$ cat config.mk
export PLATFORM = sky130hd
export DESIGN_NAME = usb_control_endpoint_handler_unit
export DESIGN_NICKNAME = d
export VERILOG_FILES = /design/src/rtl/ucep_pkg.sv /design/src/rtl/usb_control_endpoint_handler_unit.sv /design/src/rtl/ucep_decode.sv /design/src/rtl/ucep_out_fifo.sv
export SDC_FILE = /design/constraint.sdc
export NUM_CORES = 1
export LEC_CHECK = 0
export BUFFER_PORTS_ARGS = -buffer_cell sky130_fd_sc_hd__buf_2
export CAP_MARGIN = 15
export CORE_UTILIZATION = 55
export DETAILED_ROUTE_END_ITERATION = 12
export GPL_ROUTABILITY_DRIVEN = 0
export PLACE_DENSITY = 0.83
export SYNTH_ARGS = -nofsm -noshare
export SYNTH_HDL_FRONTEND = slang
export SYNTH_SLANG_ARGS = --single-unit
$ cat constraint.sdc
create_clock -name clk -period 5.1 [get_ports clk]
set_input_delay 0.255 -clock clk [delete_from_list [all_inputs] [get_ports clk]]
set_output_delay 0.255 -clock clk [all_outputs]
set_load 0.05 [all_outputs]
$ cat src/rtl/ucep_pkg.sv
package ucep_pkg;

  // Event codes carried by in_mode
  typedef enum logic [2:0] {
    MODE_BUS_RESET   = 3'd0,
    MODE_SETUP       = 3'd1,
    MODE_IN_DONE     = 3'd2,
    MODE_OUT_DONE    = 3'd3,
    MODE_CLASS_IN    = 3'd4,
    MODE_CLASS_OUT   = 3'd5,
    MODE_CLASS_ZLP   = 3'd6,
    MODE_CLASS_STALL = 3'd7
  } ucep_mode_t;

  typedef enum logic [3:0] {
    ACT_NONE     = 4'd0,
    ACT_STALL    = 4'd1,
    ACT_DATA_IN  = 4'd2,
    ACT_ZLP      = 4'd3,
    ACT_ARM_OUT  = 4'd4,
    ACT_TO_CLASS = 4'd5,
    ACT_SET_ADDR = 4'd6,
    ACT_OUT_DONE = 4'd7,
    ACT_RESET    = 4'd8
  } ucep_action_t;

  typedef enum logic [3:0] {
    SRC_DEVICE   = 4'd0,
    SRC_CONFIG   = 4'd1,
    SRC_LANGID   = 4'd2,
    SRC_MANUF    = 4'd3,
    SRC_PRODUCT  = 4'd4,
    SRC_SERIAL   = 4'd5,
    SRC_STATUS   = 4'd6,
    SRC_CONFBYTE = 4'd7,
    SRC_IFACE    = 4'd8,
    SRC_CLASS    = 4'd9
  } ucep_source_t;

  typedef enum logic [2:0] {
    ST_IDLE       = 3'd0,
    ST_DATA_IN    = 3'd1,
    ST_DATA_OUT   = 3'd2,
    ST_STATUS_IN  = 3'd3,
    ST_STATUS_OUT = 3'd4,
    ST_PEND_ADDR  = 3'd5
  } ucep_stage_t;

  // Configuration register indexes
  typedef enum logic [2:0] {
    CFG_DEVICE_LEN  = 3'd0,
    CFG_CONFIG_LEN  = 3'd1,
    CFG_LANGID_LEN  = 3'd2,
    CFG_MANUF_LEN   = 3'd3,
    CFG_PRODUCT_LEN = 3'd4,
    CFG_SERIAL_LEN  = 3'd5
  } ucep_cfg_index_t;

  // bmRequestType kind field
  localparam logic [7:0] REQ_KIND_MASK     = 8'h60;
  localparam logic [7:0] REQ_KIND_STANDARD = 8'h00;
  localparam logic [7:0] REQ_KIND_CLASS    = 8'h20;

  // Standard request codes
  localparam logic [7:0] STD_STATUS_RD   = 8'h00;
  localparam logic [7:0] STD_FEATURE_CLR = 8'h01;
  localparam logic [7:0] STD_FEATURE_SET = 8'h03;
  localparam logic [7:0] STD_ADDR_WR     = 8'h05;
  localparam logic [7:0] STD_DESC_RD     = 8'h06;
  localparam logic [7:0] STD_CONF_RD     = 8'h08;
  localparam logic [7:0] STD_CONF_WR     = 8'h09;
  localparam logic [7:0] STD_IFACE_RD    = 8'h0A;
  localparam logic [7:0] STD_IFACE_WR    = 8'h0B;

  // Descriptor types and string indexes
  localparam logic [7:0] DESC_DEVICE = 8'h01;
  localparam logic [7:0] DESC_CONFIG = 8'h02;
  localparam logic [7:0] DESC_STRING = 8'h03;
  localparam logic [7:0] STR_LANGID  = 8'h00;
  localparam logic [7:0] STR_MANUF   = 8'h01;
  localparam logic [7:0] STR_PRODUCT = 8'h02;
  localparam logic [7:0] STR_SERIAL  = 8'h03;

  // Fixed reply lengths
  localparam logic [15:0] LEN_STATUS   = 16'd2;
  localparam logic [15:0] LEN_ONE_BYTE = 16'd1;

  // Result queue
  localparam int unsigned FIFO_DEPTH = 4;
  localparam int unsigned PTR_W      = $clog2(FIFO_DEPTH);

  typedef struct packed {
    ucep_stage_t stage;
    logic [6:0]  pend_addr;
    logic [6:0]  addr;
    logic [7:0]  conf;
    logic        class_out;
  } ucep_state_t;

  typedef struct packed {
    logic [7:0]  device_len;
    logic [15:0] config_len;
    logic [7:0]  langid_len;
    logic [7:0]  manuf_len;
    logic [7:0]  product_len;
    logic [7:0]  serial_len;
  } ucep_lens_t;

  typedef struct packed {
    ucep_action_t action;
    ucep_source_t source;
    logic [15:0]  length;
    logic         multi;
    logic [6:0]   addr;
    logic [7:0]   conf;
    logic         configured;
    logic         rearm;
    ucep_stage_t  stage;
    logic         last;
  } ucep_result_t;

endpackage

$ cat src/rtl/usb_control_endpoint_handler_unit.sv
// A result word is queued when its event is accepted and is offered on out_* from the queue head.
// Throughput: one event per cycle while in_ready is high; an event that yields two words occupies
// the single output port for both words; a four-word result queue sets how far input runs ahead.
// in_ready depends only on queue fill (room for two words), never on out_ready.
// Reset (rst_n low, synchronous): control state cleared, descriptor lengths back to
// their defaults, result queue emptied.
module usb_control_endpoint_handler_unit import ucep_pkg::*; #(
  parameter int unsigned EP0_PACKET_BYTES = 64
) (
  input  logic        clk,
  input  logic        rst_n,
  input  logic        in_valid,
  output logic        in_ready,
  input  logic [2:0]  in_mode,
  input  logic [7:0]  in_request_type,
  input  logic [7:0]  in_request_code,
  input  logic [15:0] in_request_value,
  input  logic [15:0] in_request_length,
  input  logic [15:0] in_class_length,
  output logic        out_valid,
  input  logic        out_ready,
  output logic [3:0]  out_action,
  output logic [3:0]  out_data_source,
  output logic [15:0] out_transfer_length,
  output logic        out_multi_packet,
  output logic [6:0]  out_device_address,
  output logic [7:0]  out_configuration_value,
  output logic        out_configured,
  output logic        out_rearm_bulk_out,
  output logic [2:0]  out_control_stage,
  output logic        out_last,
  input  logic        cfg_we,
  input  logic [2:0]  cfg_addr,
  input  logic [15:0] cfg_wdata
);

  ucep_state_t  state_r, state_nxt;
  ucep_lens_t   lens_r;
  ucep_result_t res_first, res_second, head;
  logic         two_results;
  logic         in_fire, out_fire;
  logic [PTR_W:0] fill;

  assign in_fire  = in_valid && in_ready;
  assign out_fire = out_valid && out_ready;
  assign in_ready = (fill <= (PTR_W+1)'(FIFO_DEPTH - 2));

  // Descriptor length registers
  always_ff @(posedge clk) begin
    if (!rst_n) begin
      lens_r.device_len  <= 8'd18;
      lens_r.config_len  <= 16'd67;
      lens_r.langid_len  <= 8'd4;
      lens_r.manuf_len   <= 8'd0;
      lens_r.product_len <= 8'd0;
      lens_r.serial_len  <= 8'd0;
    end else if (cfg_we) begin
      case (cfg_addr)
        CFG_DEVICE_LEN:  lens_r.device_len  <= cfg_wdata[7:0];
        CFG_CONFIG_LEN:  lens_r.config_len  <= cfg_wdata;
        CFG_LANGID_LEN:  lens_r.langid_len  <= cfg_wdata[7:0];
        CFG_MANUF_LEN:   lens_r.manuf_len   <= cfg_wdata[7:0];
        CFG_PRODUCT_LEN: lens_r.product_len <= cfg_wdata[7:0];
        CFG_SERIAL_LEN:  lens_r.serial_len  <= cfg_wdata[7:0];
        default: ;
      endcase
    end
  end

  ucep_decode #(
    .EP0_PACKET_BYTES(EP0_PACKET_BYTES)
  ) u_decode (
    .mode          (in_mode),
    .request_type  (in_request_type),
    .request_code  (in_request_code),
    .request_value (in_request_value),
    .request_length(in_request_length),
    .class_length  (in_class_length),
    .cur           (state_r),
    .lens          (lens_r),
    .nxt           (state_nxt),
    .res_first     (res_first),
    .res_second    (res_second),
    .two_results   (two_results)
  );

  // Commit control state on each accepted event
  always_ff @(posedge clk) begin
    if (!rst_n) begin
      state_r.stage     <= ST_IDLE;
      state_r.pend_addr <= '0;
      state_r.addr      <= '0;
      state_r.conf      <= '0;
      state_r.class_out <= 1'b0;
    end else if (in_fire) begin
      state_r <= state_nxt;
    end
  end

  ucep_out_fifo u_out_fifo (
    .clk        (clk),
    .rst_n      (rst_n),
    .push       (in_fire),
    .push_two   (two_results),
    .push_first (res_first),
    .push_second(res_second),
    .pop        (out_fire),
    .head_valid (out_valid),
    .head       (head),
    .count      (fill)
  );

  assign out_action              = head.action;
  assign out_data_source         = head.source;
  assign out_transfer_length     = head.length;
  assign out_multi_packet        = head.multi;
  assign out_device_address      = head.addr;
  assign out_configuration_value = head.conf;
  assign out_configured          = head.configured;
  assign out_rearm_bulk_out      = head.rearm;
  assign out_control_stage       = head.stage;
  assign out_last                = head.last;

`ifndef NO_ASSERTIONS
  // The queue never overfills
  a_fill_bound: assert property (@(posedge clk) disable iff (!rst_n)
    fill <= (PTR_W+1)'(FIFO_DEPTH))
    else $error("result queue overflow");

  // A word that is not the last of its event is always followed by another
  a_pair_follows: assert property (@(posedge clk) disable iff (!rst_n)
    out_fire && !out_last |=> out_valid)
    else $error("second result word missing");

  // The applied address moves only on IN done or bus reset
  a_addr_change: assert property (@(posedge clk) disable iff (!rst_n)
    !$stable(state_r.addr) |->
      ($past(!rst_n) || $past(in_fire && (in_mode == MODE_IN_DONE ||
                                           in_mode == MODE_BUS_RESET))))
    else $error("device address changed without cause");
`endif

endmodule

$ cat src/rtl/ucep_decode.sv
module ucep_decode import ucep_pkg::*; #(
  parameter int unsigned EP0_PACKET_BYTES = 64
) (
  input  logic [2:0]   mode,
  input  logic [7:0]   request_type,
  input  logic [7:0]   request_code,
  input  logic [15:0]  request_value,
  input  logic [15:0]  request_length,
  input  logic [15:0]  class_length,
  input  ucep_state_t  cur,
  input  ucep_lens_t   lens,
  output ucep_state_t  nxt,
  output ucep_result_t res_first,
  output ucep_result_t res_second,
  output logic         two_results
);

  localparam logic [15:0] PKT_BYTES = 16'(EP0_PACKET_BYTES);

  ucep_action_t act;
  ucep_source_t src;
  logic [15:0]  raw_len;
  logic [15:0]  len;
  logic         multi;
  logic         rearm;
  ucep_result_t main_res;
  ucep_result_t done_res;

  // Decode one event into the main action and the next state
  always_comb begin
    act         = ACT_NONE;
    src         = SRC_DEVICE;
    raw_len     = '0;
    rearm       = 1'b0;
    two_results = 1'b0;
    nxt         = cur;
    case (mode)
      MODE_BUS_RESET: begin
        nxt.stage     = ST_IDLE;
        nxt.pend_addr = '0;
        nxt.addr      = '0;
        nxt.conf      = '0;
        nxt.class_out = 1'b0;
        act           = ACT_RESET;
      end
      MODE_SETUP: begin
        if ((request_type & REQ_KIND_MASK) == REQ_KIND_STANDARD) begin
          case (request_code)
            STD_DESC_RD: begin
              case (request_value[15:8])
                DESC_DEVICE: begin
                  act = ACT_DATA_IN; src = SRC_DEVICE; raw_len = {8'd0, lens.device_len};
                end
                DESC_CONFIG: begin
                  act = ACT_DATA_IN; src = SRC_CONFIG; raw_len = lens.config_len;
                end
                DESC_STRING: begin
                  case (request_value[7:0])
                    STR_LANGID: begin
                      act = ACT_DATA_IN; src = SRC_LANGID; raw_len = {8'd0, lens.langid_len};
                    end
                    STR_MANUF: begin
                      act = ACT_DATA_IN; src = SRC_MANUF; raw_len = {8'd0, lens.manuf_len};
                    end
                    STR_PRODUCT: begin
                      act = ACT_DATA_IN; src = SRC_PRODUCT;
                      raw_len = {8'd0, lens.product_len};
                    end
                    STR_SERIAL: begin
                      act = ACT_DATA_IN; src = SRC_SERIAL; raw_len = {8'd0, lens.serial_len};
                    end
                    default: act = ACT_STALL;
                  endcase
                end
                default: act = ACT_STALL;
              endcase
            end
            STD_ADDR_WR: begin
              nxt.pend_addr = request_value[6:0];
              act           = ACT_ZLP;
            end
            STD_CONF_RD: begin
              act = ACT_DATA_IN; src = SRC_CONFBYTE; raw_len = LEN_ONE_BYTE;
            end
            STD_CONF_WR: begin
              nxt.conf = request_value[7:0];
              act      = ACT_ZLP;
              rearm    = 1'b1;
            end
            STD_STATUS_RD: begin
              act = ACT_DATA_IN; src = SRC_STATUS; raw_len = LEN_STATUS;
            end
            STD_FEATURE_CLR, STD_FEATURE_SET, STD_IFACE_WR: act = ACT_ZLP;
            STD_IFACE_RD: begin
              act = ACT_DATA_IN; src = SRC_IFACE; raw_len = LEN_ONE_BYTE;
            end
            default: act = ACT_STALL;
          endcase
          // Stage follows the action; an address request waits for its status stage
          if (request_code == STD_ADDR_WR) begin
            nxt.stage = ST_PEND_ADDR;
          end else if (act == ACT_ZLP) begin
            nxt.stage = ST_STATUS_IN;
          end else if (act == ACT_DATA_IN) begin
            nxt.stage = ST_DATA_IN;
          end else begin
            nxt.stage = ST_IDLE;
          end
        end else if ((request_type & REQ_KIND_MASK) == REQ_KIND_CLASS) begin
          act = ACT_TO_CLASS;
        end else begin
          act       = ACT_STALL;
          nxt.stage = ST_IDLE;
        end
      end
      MODE_IN_DONE: begin
        if (cur.stage == ST_DATA_IN) begin
          nxt.stage = ST_STATUS_OUT;
        end else if (cur.stage == ST_PEND_ADDR) begin
          nxt.addr      = cur.pend_addr;
          nxt.pend_addr = '0;
          nxt.stage     = ST_IDLE;
          act           = ACT_SET_ADDR;
        end else begin
          nxt.stage = ST_IDLE;
        end
      end
      MODE_OUT_DONE: begin
        if (cur.stage == ST_DATA_OUT) begin
          two_results   = cur.class_out;
          nxt.class_out = 1'b0;
          nxt.stage     = ST_STATUS_IN;
          act           = ACT_ZLP;
        end else begin
          nxt.stage = ST_IDLE;
        end
      end
      MODE_CLASS_IN: begin
        act       = ACT_DATA_IN;
        src       = SRC_CLASS;
        raw_len   = class_length;
        nxt.stage = ST_DATA_IN;
      end
      MODE_CLASS_OUT: begin
        act           = ACT_ARM_OUT;
        src           = SRC_CLASS;
        raw_len       = class_length;
        nxt.stage     = ST_DATA_OUT;
        nxt.class_out = 1'b1;
      end
      MODE_CLASS_ZLP: begin
        act       = ACT_ZLP;
        nxt.stage = ST_STATUS_IN;
      end
      default: begin
        act       = ACT_STALL;
        nxt.stage = ST_IDLE;
      end
    endcase
  end

  // Clamp data in to wLength and flag multi-packet transfers
  always_comb begin
    len = raw_len;
    if (act == ACT_DATA_IN && raw_len > request_length) begin
      len = request_length;
    end
    multi = (act == ACT_DATA_IN || act == ACT_ARM_OUT) && (len > PKT_BYTES);
  end

  // Build the result words; status fields show the state after the event (before it for the out-done word)
  always_comb begin
    main_res.action     = act;
    main_res.source     = src;
    main_res.length     = len;
    main_res.multi      = multi;
    main_res.addr       = nxt.addr;
    main_res.conf       = nxt.conf;
    main_res.configured = (nxt.conf != 8'd0);
    main_res.rearm      = rearm;
    main_res.stage      = nxt.stage;
    main_res.last       = 1'b1;

    done_res.action     = ACT_OUT_DONE;
    done_res.source     = SRC_DEVICE;
    done_res.length     = '0;
    done_res.multi      = 1'b0;
    done_res.addr       = cur.addr;
    done_res.conf       = cur.conf;
    done_res.configured = (cur.conf != 8'd0);
    done_res.rearm      = 1'b0;
    done_res.stage      = cur.stage;
    done_res.last       = 1'b0;

    res_first  = two_results ? done_res : main_res;
    res_second = main_res;
  end

endmodule

$ cat src/rtl/ucep_out_fifo.sv
module ucep_out_fifo import ucep_pkg::*; (
  input  logic         clk,
  input  logic         rst_n,
  input  logic         push,
  input  logic         push_two,
  input  ucep_result_t push_first,
  input  ucep_result_t push_second,
  input  logic         pop,
  output logic         head_valid,
  output ucep_result_t head,
  output logic [PTR_W:0] count
);

  ucep_result_t   mem_r [FIFO_DEPTH];
  logic [PTR_W-1:0] rd_ptr_r, rd_ptr_nxt;
  logic [PTR_W-1:0] wr_ptr_r, wr_ptr_nxt;
  logic [PTR_W:0]   count_r, count_nxt;
  logic [PTR_W-1:0] wr_ptr_second;
  logic [PTR_W:0]   push_cnt;

  assign wr_ptr_second = wr_ptr_r + 1'b1;
  assign push_cnt      = push ? (push_two ? (PTR_W+1)'(2) : (PTR_W+1)'(1)) : '0;

  // Advance pointers and count
  always_comb begin
    wr_ptr_nxt = wr_ptr_r + push_cnt[PTR_W-1:0];
    rd_ptr_nxt = rd_ptr_r + {{(PTR_W-1){1'b0}}, pop};
    count_nxt  = count_r + push_cnt - {{PTR_W{1'b0}}, pop};
  end

  always_ff @(posedge clk) begin
    if (!rst_n) begin
      rd_ptr_r <= '0;
      wr_ptr_r <= '0;
      count_r  <= '0;
    end else begin
      rd_ptr_r <= rd_ptr_nxt;
      wr_ptr_r <= wr_ptr_nxt;
      count_r  <= count_nxt;
    end
  end

  // Store result words; payload needs no reset
  always_ff @(posedge clk) begin
    if (push) begin
      mem_r[wr_ptr_r] <= push_first;
      if (push_two) begin
        mem_r[wr_ptr_second] <= push_second;
      end
    end
  end

  assign head       = mem_r[rd_ptr_r];
  assign head_valid = (count_r != '0);
  assign count      = count_r;

endmodule
Word-level counts from Yosys, hierarchy flattened
Memory sizes are Yosys's and may differ from the RTL's. A register that Yosys moved wholly into a read port is not among the register bits.
Index checks and enable logic that the tools add are counted.

word-level totals
  register bits after elaboration = 89
  RAM bits = 184
  output and inout port bits = 48
  logic and storage cells = 145
  memories kept = 1

operators by class
  $add $sub $neg = 5
  magnitude comparators = 3
  equal/unequal tests = 38
  muxes and demuxes = 55
  reduce and logical (&&, ||, !) cells = 29

memories
  name              words  width  read ports  clocked after memory_dff  wr ports  RTL line             source
  u_out_fifo.mem_r  4      46     1           1                         2         ucep_out_fifo.sv:14  ucep_result_t mem_r [FIFO_DEPTH];

operators by type and width
  kind                   number
  $pmux W16 S3           2
  $mux W46               1
  $eq A8 B2 Y1 const B   5
  $eq A8 B4 Y1 const B   4
  $mux W16               2
  $pmux W16 S2           1
  $pmux W8 S4            1
  $mux W14               2
  $pmux W4 S7            1
  $eq A8 B1 Y1 const B   3
  $logic_not A8 Y1       3
  $pmux W4 S2            3
  $mux W3                7
  $pmux W7 S3            1
  $mux W4                5
  $eq A3 B3 Y1 const B   6
  $pmux W3 S6            1
  $eq A8 B3 Y1 const B   2
  $gt A16 B16 Y1         1
  $gt A16 B7 Y1 const B  1
  $mux W8                2
  $pmux W4 S4            1
  $pmux W8 S2            1
  $reduce_bool A8 Y1     2
  31 further kinds       72

Depth between registers and ports, before layout
Gate-level depths: netlist of run 1.

  word-level depth = 15
  depth in mapped cells = 16
  mapped depth without buffers = 13

Cells and area by module
From an unflattened synthesis of run 1, not the netlist that was laid out.

second synthesis, totals
  cells, all modules = 1202
  area total of the unflattened synthesis = 15788.9 um^2

modules (own cells, without submodules)
  module                             instances  cells an instance  area each (um^2)
  ucep_out_fifo                      1          494                9965.8
  usb_control_endpoint_handler_unit  1          325                3006.6
  ucep_decode                        1          383                2816.5

Worst setup path after synthesis of run 1
No wires, ideal clock.

  path kind = input to register
  start = input port in_mode[0]
  end = memory u_out_fifo.mem_r[0][21] in the netlist's numbering (data pin)
  library setup time = 0.275 ns
  data arrival time = 3.575 ns
  data required time = 4.825 ns
  path slack = 1.250 ns
  cell stages on the path = 14
  path buffers = 2
  cells stage by stage = buf_6 > or3b_4 > or4_4 > buf_6 > nor3_4 > nand3b_1 > a21oi_2 > ha_1 > nand3_1 > nor4_1 > a211oi_1 > and4_2 > a2111oi_2 > nor3b_1

RTL lines
  element             RTL line                                 source
  start: declaration  usb_control_endpoint_handler_unit.sv:14  input logic [2:0] in_mode,
  end: declaration    ucep_out_fifo.sv:14

==> results of run 1 <==
-- cells by family after synthesis --
logic type	count (synthesis)	share of synthesized area [%]
simple gates	481	16.5
flops	273	56.2
buf+inv	99	3.13
xor+xnor	8	0.542
compound gates	185	9.85
fa+ha+maj	22	2.19
mux	70	11.6
-- flip-flops by register name (all words and copies together) (netlist names) --
signal               cells
lens_r                  56
u_out_fifo.rd_ptr_r      2
u_out_fifo.mem_r       184
u_out_fifo.count         3
u_out_fifo.wr_ptr_r      2
state_r                 26
-- where the power goes --
group          internal (mW)  total (mW)  switching, mW
registers               2.63        2.82          0.190
clock network           1.20        2.04          0.834
logic                  0.622        2.00           1.37
total                   4.45        6.85           2.40
-- worst paths after layout --
path	from	endpoint	slack, ps	depth (start not counted)
hold reg to reg	lens_r[37]	lens_r[37]	460	2
setup reg to reg	u_out_fifo.count[0]	u_out_fifo.mem_r[1][30]	1160	5
hold / removal	cfg_wdata[4]	lens_r[4]	20	3
setup / recovery	in_request_code[5]	u_out_fifo.mem_r[1][34]	970	14
-- metal layers --
layer	track usage [%]	vias to the layer above
li1	-	4399
met1	35.8	4620
met2	45.1	468
met3	4.29	86
met4	12.0	4
met5	0	-
-- repair_timing --
action	CTS	global route
endpoints found under the hold margin	14	0
setup buffers	0	0
hold buffers	10	0
-- per-stage QoR --
stage / power [mW] / instance area [sq um]
after global routing: 7.11 / 14900
after detailed placement: 4.85 / 13800
after global placement: 4.81 / 13800
after floorplan: 4.33 / 12900
after CTS: 6.88 / 14900
final: 6.85 / 14900
-- cells in the final DEF, fill, tap and decap left out, types with 27 or more instances in the layout --
| master | Yosys | routed |
|---|---|---|
| nor2_1 | 225 | 225 |
| edfxtp_1 | 180 | 180 |
| nand2_1 | 146 | 146 |
| buf_2 | 1 | 132 |
| dfxtp_1 | 93 | 91 |
| a21oi_1 | 63 | 63 |
| mux4_2 | 54 | 54 |
| clkbuf_16 | 0 | 30 |
| a22oi_1 | 28 | 28 |
| inv_1 | 31 | 27 |
-- worst max-delay path: stages --
cell and delay [ps]:
buf_2 100, or4_1 630, or4_4 520, nor3_1 570
a22o_1 280, ha_1 260, a211oi_1 210, nor2_1 90
o31ai_1 240, nand3_1 190, nand4_4 240, buf_4 350
mux2i_4 330, nor2_1 80
-- layout make-up --
class / instances / area (sq um)
Antenna cell: 3 / 7.51
Clock buffer: 42 / 887
Clock inverter: 10 / 60.1
Fill cell: 1727 / 7950
Inverter: 32 / 120
Multi-Input combinational cell: 766 / 5260
Sequential cell: 273 / 7270
Tap cell: 313 / 392
Timing Repair Buffer: 161 / 903
==> results.yml, run 1 <==
timing:
  fmax_ghz: 0.242
  rsz0062_at_grt: "false"
  period_needed_ps: 4130
  tightestPinTransition_ps: 1140
  final.setup.tns_ps: 0
  min_period_over_period_pct: 81.0
  fin_skew_ps: 12.0
  drv_slew: 0
  hold_viol: 0
  layout_setup_ws_ps: 970
  holdWs_ps: 18.7
  finalSetupViolCount: 0
  maxSlewHeadroom_pct: 24.3
synthesis:
  ys_seq_elements: 273
  synthTopCellsByArea: "edfxtp_1 42%, dfxtp_1 14%, mux4_2 9.4%"
  async_reset_ff_share_pct: 0
  netlist_instances: 1138
  synthTopCellsByCount: "225 x nor2_1, 180 x edfxtp_1, 146 x nand2_1"
  synth_flop_cell: "edfxtp_1"
  synth-edff-count: 180
  yosysMostFrequentCell: "nor2_1"
  synth_top_area_cell: "edfxtp_1"
  synth_top_cell_area_share_pct: 41.8
  synth_seq_area_share_pct: 56.2
  syn_area_per_cell_sq_um: 11.4
  syn_nets: 1251
  yosys_warnings: 0
  syn-cell-area_sq_um: 12900
  synth.distinct_cells: 78
global_route:
  grt_pass1_wl_microns: 50700
  antenna_found_initial: 4
  grtUsageTotal_pct: 27.3
  grt_max_degree: 81
  grt.overflow.total: 0
  grt_pass1_vias: 9571
power:
  ir_drop_v: 0.000252
  leakage_nw: 5.18
  power_density_nw_per_um2: 460
floorplan:
  row_count: 55
  coreArea_sq_um: 22800
  io_pins: 139
  start_util_pct: 56.6
  die_h_microns: 155
  dieArea_sq_um: 24100
  chipWidth_microns: 155
routing:
  via_count: 9577
  drt_first_pass_iters: 6
  wl_met1_microns: 12700
  wirelength_microns: 32000
  wire_per_inst_microns: 20.0
  antenna_left: 0
  vias_per_cell: 5.99
  dr.max_layer_used: "met5"
  met3_length_microns: 2510
  wl_met2_microns: 15600
  dr.first_iter.drc_count: 951
  route.detailed.drc: 0
worst_hold_path:
  holdCritPathClass: "input pin to flop"
clock_tree:
  clk_path_buf_depth: 3
  clk_latency_ps: 530
  cts_root_buffer: "clkbuf_16"
  cts_resized: 0
  cts_buffers: 28
  ctsHtreeMaxLevel: 1
  clkTransAtPathRegs_ps: 60
  cts_tree: "done"
  cts_sinks: 273
finish:
  fin_util_pct: 65.2
  area_growth_pct: 15.2
  drive_above_1_share_pct: 22.5
  instances_no_fill: 1600
  fin_nets: 1375
placed_design:
  dp_hpwl_microns: 21500
  post-place-cells: 1535
  io_buffers: 132
  preCtsSetupSlack_ps: 539
worst_setup_path:
  worstSetupEndpointType: "flop"
  critPathRequiredTime_ps: 5340
  crit_path_start_kind: "input pin"
  crit_type: "input pin to flop"
  critical_path_peak_fanout: 9
  cp.arrival_ps: 4370
status:
  outcome: "completed"
run:
  drv_cap: 0
(Power assumes the default switching activity.)
==> run 2, diff against run 1 <==
Clock period 5.1 ns to 3.9 ns, I/O delays scaled along.
==> results.yml, run 2 (synthesized netlist as in run 1, its figures left out) <==
finish:
  drive_above_1_share_pct: 23.2
  reg_top3: "u_out_fifo.mem_r: 184 flops, lens_r: 56 flops, state_r: 26 flops"
  top_register: "u_out_fifo.mem_r"
  largest_reg_flops: 184
  fin_nets: 1421
  layout_commonest_cell: "nor2_1"
  final_area_sq_um: 15200
  final_cell_mix: "225 x nor2_1, 180 x edfxtp_1, 146 x nand2_1"
  area_growth_pct: 17.3
global_route:
  grtUsageTotal_pct: 27.6
  grt.overflow.total: 0
  grt_max_degree: 48
  grt_pass1_vias: 9752
  antenna_found_initial: 1
  grt_pass1_wl_microns: 51600
worst_setup_path:
  critPathRequiredTime_ps: 4150
  max_stage_delay_ps: 550
  crit_type: "input pin to flop"
  reg2reg_slack_ps: 380
  crit_path_start_kind: "input pin"
  worstSetupEndpointType: "flop"
  critical_path.top_delay_family: "simple AND/OR/NAND/NOR gates"
  rr_startpoint: "lens_r[0]"
  cp.arrival_ps: 3940
  cp_common_cell: "buf_4"
  reg2reg_depth: 14
  reg2reg_to: "u_out_fifo.mem_r[1][23]"
  path_cells: "dlygate4sd3_1 > buf_2 > nor4_1 > buf_4 > and3_1 > o2bb2ai_1 > a22o_1 > ha_1 > a211oi_1 > nor2_1 > o31ai_1 > nand3_1 > and4_2 > a2111oi_2 > buf_4 > nor3b_1"
  critPathBufInv: 4
  cpMaxStageDelayCell: "dlygate4sd3_1"
  critical_path_peak_fanout: 11
floorplan:
  io_pins: 139
  coreArea_sq_um: 22800
  dieArea_sq_um: 24100
  row_count: 55
  start_util_pct: 56.6
  chipWidth_microns: 155
  die_h_microns: 155
worst_hold_path:
  whs_path_depth: 3
  holdCritPathClass: "input pin to flop"
  hold_end: "state_r[22]"
  worstHoldStart: "in_request_value[6]"
status:
  outcome: "completed"
timing:
  fmax_ghz: 0.271
  fin_skew_ps: 7.29
  tightestPinTransition_ps: 1030
  holdWs_ps: 5.44
  final.setup.tns_ps: 0
  layout_setup_ws_ps: 211
  period_needed_ps: 3690
  maxSlewHeadroom_pct: 31.7
  hold_viol: 0
  finalSetupViolCount: 0
  min_period_over_period_pct: 94.6
  rsz0062_at_grt: "false"
  drv_slew: 0
placed_design:
  placed_area_sq_um: 14200
  io_buffers: 132
  dp_hpwl_microns: 22000
  preCtsSetupSlack_ps: -94.8
routing:
  vias_per_cell: 6.05
  dr.first_iter.drc_count: 824
  drt_first_pass_iters: 5
  wirelength_microns: 33000
  route.detailed.drc: 0
  antenna_left: 0
  wire_per_inst_microns: 20.1
  via_count: 9927
clock_tree:
  cts_sinks: 273
  clk_path_buf_depth: 3
  ctsHtreeMaxLevel: 1
  cts_root_buffer: "clkbuf_16"
  cts_tree: "done"
  cts_resized: 0
  clk_latency_ps: 520
  clkTransAtPathRegs_ps: 60
  cts_buffers: 27
power:
  ir_drop_v: 0.000396
  leakage_nw: 5.33
  power_density_nw_per_um2: 576
  finalPower_mw: 8.74
run:
  drv_cap: 0
[run 2: cell count changes in the layout (fill, tap and decap cells not counted)]
cell,change
buf_4,+33
dlygate4sd3_1,+10
clkbuf_1,+9
clkbuf_8,-9
clkinv_1,+6
buf_12,+4
clkbuf_16,-3
clkinv_2,-3
diode_2,-2
bufinv_16,+1
clkbuf_2,-1
clkinvlp_4,-1
inv_4,-1
inv_6,-1
[run 2: worst max-delay path by stage]
stage                     depth (start not counted)  slack (ps)                 endpoint                 from
after floorplan                                  14         110  u_out_fifo.mem_r[0][21]           in_mode[0]
after global placement                           16         -20  u_out_fifo.mem_r[3][23]   in_request_code[5]
after detailed placement                         16         -90  u_out_fifo.mem_r[1][23]   in_request_code[5]
after CTS                                        16         290  u_out_fifo.mem_r[3][21]  in_request_value[2]
after global routing                             16          10  u_out_fifo.mem_r[3][21]  in_request_value[2]
final                                            16         210  u_out_fifo.mem_r[3][21]  in_request_value[2]
[run 2: what timing repair did]
| item | CTS | global route |
|---|---|---|
| hold buffers | 20 | 0 |
| endpoints found under the hold margin | 56 | 0 |
| setup endpoints to repair | 0 | 0 |
| setup buffers | 0 | 0 |
[run 2: through the flow]
step | std cells | util [%]
global placement | 1572 | 62.0
floorplan | 1138 | -
CTS | 1641 | 66.4
detailed placement | 1572 | 62.0
global route | 1641 | 66.4
finish | 1642 | 66.4
[run 2: report_power, final]
part / leakage, nW / switching (mW) / internal (mW) / total (mW)
Clock: 0.381 / 1.04 / 1.34 / 2.38
Sequential: 2.39 / 0.264 / 3.43 / 3.70
Combinational: 2.55 / 1.81 / 0.853 / 2.66
Total: 5.33 / 3.11 / 5.62 / 8.74
[run 2: worst reg2reg max path: stages, from the launching register on]
cell and delay [ps]:
dfxtp_1 320, mux4_2 490, nand4_1 110, a21oi_1 90, o21ai_0 270, a21boi_0 370
ha_1 300, inv_1 50, nor2_1 40, a211oi_1 420, nand4_4 200, buf_12 200
mux2i_1 200, buf_4 160, nor2_1 50
[run 2: metal layers]
layer	GRT usage [%]	vias up	share of wire, %
met5	0	-	0
met4	11.3	0	3.8
met3	4.07	90	8.8
met2	46.1	540	49
met1	36.3	4798	39
li1	-	4499	-
[run 2: final cells by class]
class	count	area, sq um
Tap cell	313	392
Multi-Input combinational cell	766	5260
Fill cell	1676	7680
Timing Repair Buffer	208	1330
Sequential cell	273	7270
Clock buffer	38	717
Clock inverter	11	75.1
Inverter	32	120
Antenna cell	1	2.50
